==> config.mk <==
export PLATFORM = sky130hd
export DESIGN_NAME = constant_pool_entry_framer
export DESIGN_NICKNAME = d
export VERILOG_FILES = /design/src/cpef_pkg.sv /design/src/cpef_in_stage.sv /design/src/cpef_core.sv /design/src/cpef_out_stage.sv /design/src/constant_pool_entry_framer.sv
export SDC_FILE = /design/constraint.sdc
export NUM_CORES = 1
export LEC_CHECK = 0
export BUFFER_PORTS_ARGS = -buffer_cell sky130_fd_sc_hd__buf_2
export CAP_MARGIN = 10
export CORE_ASPECT_RATIO = 2
export CORE_UTILIZATION = 59
export DETAILED_ROUTE_END_ITERATION = 10
export PLACE_DENSITY_LB_ADDON = 0.05
export RECOVER_POWER = 25
export SLEW_MARGIN = 20
export SYNTH_ARGS = -nofsm -noshare
export SYNTH_HDL_FRONTEND = slang
export SYNTH_HIERARCHICAL = 1
export SYNTH_SLANG_ARGS = --single-unit
==> constraint.sdc <==
create_clock -name clk -period 6.4 [get_ports clk]
set_clock_uncertainty 0.2 [all_clocks]
set_input_delay 0.96 -clock clk [delete_from_list [all_inputs] [get_ports clk]]
set_output_delay 0.96 -clock clk [all_outputs]
set_load 0.01 [all_outputs]
==> src/cpef_pkg.sv <==
package cpef_pkg;

    localparam int unsigned SLOT_W   = 16;
    localparam int unsigned TAG_W    = 8;
    localparam int unsigned OFFSET_W = 17;
    localparam int unsigned BYTE_W   = 8;
    localparam int unsigned BLEN_W   = 4;

    // constant pool tag codes
    localparam logic [TAG_W-1:0] TAG_UTF8         = 8'd1;
    localparam logic [TAG_W-1:0] TAG_INTEGER      = 8'd3;
    localparam logic [TAG_W-1:0] TAG_FLOAT        = 8'd4;
    localparam logic [TAG_W-1:0] TAG_LONG         = 8'd5;
    localparam logic [TAG_W-1:0] TAG_DOUBLE       = 8'd6;
    localparam logic [TAG_W-1:0] TAG_CLASS        = 8'd7;
    localparam logic [TAG_W-1:0] TAG_STRING       = 8'd8;
    localparam logic [TAG_W-1:0] TAG_FIELDREF     = 8'd9;
    localparam logic [TAG_W-1:0] TAG_METHODREF    = 8'd10;
    localparam logic [TAG_W-1:0] TAG_IFMETHODREF  = 8'd11;
    localparam logic [TAG_W-1:0] TAG_NAMEANDTYPE  = 8'd12;

    typedef struct packed {
        logic [BYTE_W-1:0] data_byte;
        logic              first_byte;
    } in_word_t;

    typedef struct packed {
        logic                in_pool;
        logic [SLOT_W-1:0]   slot_index;
        logic [TAG_W-1:0]    entry_tag;
        logic [OFFSET_W-1:0] byte_offset;
        logic [BYTE_W-1:0]   byte_value;
        logic                last_of_entry;
        logic                pool_done;
        logic                bad_tag;
    } result_t;

    // body length in bytes after the tag; zero flags an unknown tag
    function automatic logic [BLEN_W-1:0] body_len(input logic [TAG_W-1:0] tag);
        logic [BLEN_W-1:0] len;
        begin
            len = '0;
            unique case (tag)
                TAG_CLASS, TAG_STRING, TAG_UTF8: len = 4'd2;
                TAG_FIELDREF, TAG_METHODREF, TAG_IFMETHODREF,
                TAG_INTEGER, TAG_FLOAT, TAG_NAMEANDTYPE: len = 4'd4;
                TAG_LONG, TAG_DOUBLE: len = 4'd8;
                default: len = '0;
            endcase
            return len;
        end
    endfunction

endpackage

==> src/cpef_in_stage.sv <==
module cpef_in_stage (
    input  logic               clk,
    input  logic               rst_n,
    input  logic               in_valid,
    output logic               in_ready,
    input  cpef_pkg::in_word_t in_word,
    input  logic               take,
    output logic               held_valid,
    output cpef_pkg::in_word_t held_word
);
    import cpef_pkg::*;

    logic     valid_reg;
    logic     valid_next;
    in_word_t word_reg;

    assign in_ready   = !valid_reg || take;
    assign held_valid = valid_reg;
    assign held_word  = word_reg;

    always_comb
    begin
        valid_next = valid_reg;
        if (in_ready)
        begin
            valid_next = in_valid;
        end
    end

    always_ff @(posedge clk or negedge rst_n)
    begin
        if (!rst_n)
        begin
            valid_reg <= 1'b0;
        end
        else
        begin
            valid_reg <= valid_next;
        end
    end

    always_ff @(posedge clk)
    begin
        if (in_ready && in_valid)
        begin
            word_reg <= in_word;
        end
    end

endmodule

==> src/cpef_core.sv <==
module cpef_core (
    input  logic                      clk,
    input  logic                      rst_n,
    input  logic                      advance,
    input  cpef_pkg::in_word_t        word,
    input  logic [cpef_pkg::SLOT_W-1:0] entry_count,
    output cpef_pkg::result_t         result
);
    import cpef_pkg::*;

    logic [SLOT_W-1:0]   slot_reg,   slot_next;
    logic [TAG_W-1:0]    tag_reg,    tag_next;
    logic [OFFSET_W-1:0] offset_reg, offset_next;
    logic [OFFSET_W-1:0] blen_reg,   blen_next;
    logic [BYTE_W-1:0]   lenhi_reg,  lenhi_next;
    logic                active_reg, active_next;
    logic                error_reg,  error_next;

    logic [OFFSET_W-1:0] blen_now;
    logic [BLEN_W-1:0]   tag_len;
    logic [SLOT_W:0]     slot_step;
    logic [BYTE_W-1:0]   b;

    assign b = word.data_byte;

    always_comb
    begin
        // a restart word clears the framer before it is looked at
        slot_next   = word.first_byte ? SLOT_W'(1) : slot_reg;
        offset_next = word.first_byte ? '0 : offset_reg;
        blen_next   = word.first_byte ? '0 : blen_reg;
        lenhi_next  = word.first_byte ? '0 : lenhi_reg;
        error_next  = word.first_byte ? 1'b0 : error_reg;
        active_next = word.first_byte ? (entry_count > SLOT_W'(1)) : active_reg;
        tag_next    = tag_reg;
        tag_len     = body_len(b);
        blen_now    = blen_next;
        slot_step   = '0;

        result               = '0;
        result.byte_value    = b;

        if (active_next)
        begin
            if (offset_next == '0)
            begin
                result.slot_index = slot_next;
                result.entry_tag  = b;
                if (tag_len == '0)
                begin
                    error_next  = 1'b1;
                    active_next = 1'b0;
                end
                else
                begin
                    result.in_pool = 1'b1;
                    tag_next       = b;
                    blen_next      = OFFSET_W'(tag_len);
                    offset_next    = OFFSET_W'(1);
                end
            end
            else
            begin
                result.in_pool     = 1'b1;
                result.slot_index  = slot_next;
                result.entry_tag   = tag_reg;
                result.byte_offset = offset_next;
                // utf-8 length arrives big-endian in body bytes one and two
                if (tag_reg == TAG_UTF8)
                begin
                    if (offset_next == OFFSET_W'(1))
                    begin
                        lenhi_next = b;
                    end
                    else if (offset_next == OFFSET_W'(2))
                    begin
                        blen_now = OFFSET_W'(2) + {1'b0, lenhi_next, b};
                    end
                end
                blen_next = blen_now;
                if (offset_next >= blen_now)
                begin
                    slot_step = {1'b0, slot_next} +
                        (((tag_reg == TAG_LONG) || (tag_reg == TAG_DOUBLE)) ?
                         (SLOT_W+1)'(2) : (SLOT_W+1)'(1));
                    result.last_of_entry = 1'b1;
                    offset_next          = '0;
                    if (slot_step >= {1'b0, entry_count})
                    begin
                        result.pool_done = 1'b1;
                        active_next      = 1'b0;
                    end
                    slot_next = slot_step[SLOT_W-1:0];
                end
                else
                begin
                    offset_next = offset_next + OFFSET_W'(1);
                end
            end
        end
        result.bad_tag = error_next;
    end

    always_ff @(posedge clk or negedge rst_n)
    begin
        if (!rst_n)
        begin
            slot_reg   <= SLOT_W'(1);
            tag_reg    <= '0;
            offset_reg <= '0;
            blen_reg   <= '0;
            lenhi_reg  <= '0;
            active_reg <= 1'b0;
            error_reg  <= 1'b0;
        end
        else if (advance)
        begin
            slot_reg   <= slot_next;
            tag_reg    <= tag_next;
            offset_reg <= offset_next;
            blen_reg   <= blen_next;
            lenhi_reg  <= lenhi_next;
            active_reg <= active_next;
            error_reg  <= error_next;
        end
    end

endmodule

==> src/cpef_out_stage.sv <==
module cpef_out_stage (
    input  logic              clk,
    input  logic              rst_n,
    input  logic              load,
    input  cpef_pkg::result_t result,
    output logic              can_load,
    output logic              out_valid,
    input  logic              out_ready,
    output cpef_pkg::result_t out_word
);
    import cpef_pkg::*;

    logic    valid_reg;
    logic    valid_next;
    result_t word_reg;

    assign can_load  = !valid_reg || out_ready;
    assign out_valid = valid_reg;
    assign out_word  = word_reg;

    always_comb
    begin
        valid_next = valid_reg;
        if (can_load)
        begin
            valid_next = load;
        end
    end

    always_ff @(posedge clk or negedge rst_n)
    begin
        if (!rst_n)
        begin
            valid_reg <= 1'b0;
        end
        else
        begin
            valid_reg <= valid_next;
        end
    end

    always_ff @(posedge clk)
    begin
        if (load && can_load)
        begin
            word_reg <= result;
        end
    end

endmodule

==> src/constant_pool_entry_framer.sv <==
// channel   dir  signals                         content
// s_axis    in   tvalid tready tdata[7:0] tuser  raw class-file byte, restart flag
// m_axis    out  tvalid tready tdata[55:0] tuser tlast  framed byte with slot/tag/offset
// cfg       in   cfg_wr_en cfg_wr_data[15:0]     constant pool count
//
// one byte a cycle sustained while the output side takes words; each byte passes
// through the input register and the result register, with the tag decode and
// the slot/offset counters in between.
// rst_n clears all control state: slot one, framing idle, error clear, count one.
// a stalled output holds its word; the input register and the result register
// keep taking words as long as the word ahead of them moves on.
module constant_pool_entry_framer (
    input  logic        clk,
    input  logic        rst_n,
    input  logic        cfg_wr_en,
    input  logic [15:0] cfg_wr_data,
    input  logic        s_axis_tvalid,
    output logic        s_axis_tready,
    input  logic [7:0]  s_axis_tdata,   // data_byte
    input  logic        s_axis_tuser,   // first_byte
    output logic        m_axis_tvalid,
    input  logic        m_axis_tready,
    // slot_index[15:0], entry_tag[23:16], byte_offset[40:24], byte_value[48:41], zero
    output logic [55:0] m_axis_tdata,
    // in_pool, pool_done, bad_tag
    output logic [2:0]  m_axis_tuser,
    output logic        m_axis_tlast    // last_of_entry
);
    import cpef_pkg::*;

    logic [SLOT_W-1:0] entry_count_reg;
    in_word_t          in_word;
    in_word_t          held_word;
    logic              held_valid;
    logic              can_load;
    logic              advance;
    result_t           result;
    result_t           out_word;

    assign in_word.data_byte  = s_axis_tdata;
    assign in_word.first_byte = s_axis_tuser;
    assign advance            = held_valid && can_load;

    always_ff @(posedge clk or negedge rst_n)
    begin
        if (!rst_n)
        begin
            entry_count_reg <= SLOT_W'(1);
        end
        else if (cfg_wr_en)
        begin
            entry_count_reg <= cfg_wr_data;
        end
    end

    cpef_in_stage u_in_stage (
        .clk        (clk),
        .rst_n      (rst_n),
        .in_valid   (s_axis_tvalid),
        .in_ready   (s_axis_tready),
        .in_word    (in_word),
        .take       (can_load),
        .held_valid (held_valid),
        .held_word  (held_word)
    );

    cpef_core u_core (
        .clk         (clk),
        .rst_n       (rst_n),
        .advance     (advance),
        .word        (held_word),
        .entry_count (entry_count_reg),
        .result      (result)
    );

    cpef_out_stage u_out_stage (
        .clk       (clk),
        .rst_n     (rst_n),
        .load      (held_valid),
        .result    (result),
        .can_load  (can_load),
        .out_valid (m_axis_tvalid),
        .out_ready (m_axis_tready),
        .out_word  (out_word)
    );

    assign m_axis_tdata = {7'd0, out_word.byte_value, out_word.byte_offset,
                           out_word.entry_tag, out_word.slot_index};
    assign m_axis_tuser = {out_word.bad_tag, out_word.pool_done, out_word.in_pool};
    assign m_axis_tlast = out_word.last_of_entry;

endmodule

==> summary.md <==
| Metric | Value |
|---|---|
| Htree depth | `4` |
| Slew at the pin with the worst max-slew slack | `3.69 ns` |
| Via count | `6976` |
| Initial core utilization | `0.606` |
| DR WL/cell | `22.9 um` |
| Remaining global-route overflow | `0` |
| Most common cell in the netlist | `dfrtp_1` |
| Clock Path Buffers | `2` |
| CTS buffer count | `17` |
| Worst-path clk slew | `~0.06 ns` |
| Kind of critical path | `reg2reg` |
| Die height | `between 150 and 200 um` |
| Max FO, Critical Path | `17` |
| FF+latch count, synth | `148` |
| Crit path DAT | `5.66 ns` |
| MaxCap Viol Count | `2` |
| Synth unique cells | `74` |
| Combinational Power Share | `0.237` |
| Largest net degree at the start of global routing | `slightly above 60` |
| Commonest cells post-synth | `dfrtp_1, nand2_1, nor2_1` |
| Clock root buffer | `clkbuf_16` |
| Final setup TNS | `0 ns` |
| Power per cell area | `between 300 and 400 nW/um2` |
| Final hold vios | `0` |
| I/O pins | `92` |
| Hold_ws | `~0.29 ns` |
| Site row count | `61` |
| Final period util | `0.862` |
| Top post-synthesis cells by area | `dfrtp_1, edfxtp_1, ha_1` |
| GP Congestion | `0.964` |
| Top-area cell type share of the netlist area | `0.248` |
| Switching share of power | `0.336` |
| DR pass1 iterations | `6` |
| Final ANT Viol Nets | `0` |
| Leak pwr | `4.14 nW` |
| Initial antenna violation count | `0` |
| Final HPWL DP | `~19000 um` |
| Syn. warnings | `6` |
| DR DRC count | `0` |
| Startpoint Class | `register` |
| Maximum vdd ir drop | `slightly below 0.2 mV` |
| Antenna Cells | `0` |
| Gate Count Post-Synth | `830` |
| RSZ-0062 raised after global routing | `no` |
| Clock latency at the later pin of the worst-skew pair | `about 0.43 ns` |
| Netlist Area Pre-Place | `8470 um2` |
| Sequential share of the synthesized area | `0.474` |
| Asr flop ratio synth | `0.581` |
| Cells after DPL | `between 1000 and 1500` |
| Vias in the first global route | `about 7300` |
| Hold crit path type | `reg2reg` |
| First-pass GRT wire length | `39000 um` |
| CP Capture Type | `register` |
| Routed wire length | `about 25000 um` |
| Avg Cell Area, Syn | `~10 um2` |
| Max reg flops | `53` |
| DRT iter0 DRCs | `between 400 and 500` |
| Worst rel slew slack | `-1.46` |
| Max Slew Vio Count | `81` |
| Core area | `between 10000 and 15000 um2` |
| Switch Pwr | `between 0.0009 and 0.001 W` |
| Setup bufs post-CTS | `0` |
| Post-cts sizing count | `0` |
| CTS Hold Bufs | `0` |
| Status | `complete, but fails checks` |
| Yosys top cell by area | `dfrtp_1` |
| Die X | `between 80 and 90 um` |
| Minimum clock period | `5.52 ns` |
| Layout Cells excl Fill | `between 1000 and 1500` |
| Ratio of cells with drive above 1 in the final layout | `0.167` |
| Max Fclk | `approximately 0.18 GHz` |
| Clock power frac | `0.343` |
| CP required | `between 6 and 7 ns` |
| CTS tree | `yes` |
| CTS Sinks | `148` |
| Vias per cell | `6.34` |
| Gr usage total | `0.362` |
| Top FF cell, synth | `dfrtp_1` |
| Failing checks | `capacitance limit, slew limit` |
| Full die area | `14900 um2` |
| Reg power frac | `0.420` |
| Internal | `0.00190 W` |
| # setup viols final | `0` |
| Synth-to-layout area growth | `11.5%` |
| Total Nets Final | `roughly 970` |
| Number of synthesized flops with an enable pin | `62` |
| IO buf count | `84` |
-- cell families after synthesis --
kind of cell | share of synthesized area
xor+xnor | 0.0258
other cells | 0.000443
fa+ha+maj | 0.0674
mux | 0.0411
compound gates | 0.125
simple gates | 0.209
buf+inv | 0.0569
flops | 0.474
-- power by group through the flow --
stage          registers [W]  logic [W]  clock network (W)
6_report             0.00120   0.000678           0.000982
5_1_grt              0.00121   0.000737            0.00103
4_1_cts              0.00120   0.000680           0.000990
3_5_place_dp         0.00121   0.000676                  0
3_3_place_gp         0.00121   0.000650                  0
2_1_floorplan        0.00120   0.000449                  0
-- per-stage QoR --
step	utilization	total power [W]	setup WS (ns)	instance area, um2
final	0.676	0.00286	0.881	9440
after global routing	0.676	0.00297	0.716	9440
after CTS	0.680	0.00287	1.03	9500
after detailed placement	0.639	0.00189	1.06	8920
after global placement	0.639	0.00186	1.06	8920
after floorplan	-	0.00165	1.65	8490
-- layout by cell type, fill, tap and decap left out, types with 6 or more instances in the layout --
cell type	Yosys	layout
a21oi_1	45	45
a22o_1	21	21
a31oi_1	9	9
and2_1	10	10
and3_1	21	21
buf_2	6	82
buf_4	19	10
clkbuf_16	0	18
conb_1	1	7
dfrtp_1	84	84
edfxtp_1	62	62
ha_1	44	44
inv_1	46	46
mux2_1	4	13
mux2_2	10	10
nand2_1	83	83
nand2b_1	13	15
nand3_1	22	22
nand3b_1	6	6
nand4_1	19	19
nor2_1	64	64
nor2b_1	20	20
nor3_1	21	21
nor4_1	10	10
o21ai_0	28	28
o311ai_0	8	8
or3_1	8	8
xnor2_1	14	14
xor2_1	11	11
-- routing by layer --
metal / vias to the layer above / GRT usage / wire length, um
met5: - / 0 / 0
met4: 0 / 0.344 / 2450
met3: 128 / 0.0509 / 1050
met2: 337 / 0.650 / 13500
met1: 3388 / 0.343 / 8220
li1: 3123 / - / -
-- final timing paths --
| path | startpoint | to | slack, ns | cells past startpoint |
|---|---|---|---|---|
| worst max-delay path | u_core/offset_reg[1] | u_core/offset_reg[13] | 0.88 | 14 |
| worst min-delay path | u_core/error_reg | u_core/error_reg | 0.29 | 2 |
| worst max register to register | u_core/offset_reg[1] | u_core/offset_reg[13] | 0.88 | 14 |
| worst min register to register | u_core/error_reg | u_core/error_reg | 0.29 | 2 |
| max in group asynchronous | rst_n | u_core/lenhi_reg[5] | 3.69 | 2 |
| min in group asynchronous | rst_n | u_core/offset_reg[6] | 0.69 | 1 |
-- worst max-delay path: stages, from the launching register on --
cell and delay (ns):
dfrtp_1 0.50, nor2b_1 0.49, inv_1 0.23, ha_1 0.25
and3b_1 0.36, and2_1 0.52, nor2_1 0.07, or3_1 0.37
ha_1 0.33, a21oi_1 0.16, nand2_1 0.07, a221oi_1 0.42
nand3_1 0.66, or4_1 0.72, o21ai_0 0.09
-- area by class of cell --
type / instances / area (um2)
clock inverters: 10 / 97.6
well taps: 189 / 236
inverters: 46 / 173
repair buffers: 94 / 493
multi-input cells: 591 / 3940
fillers: 1128 / 4520
flip-flops and latches: 148 / 4020
clock buffers: 22 / 485
Note: power is estimated with default switching activity, not from simulation.
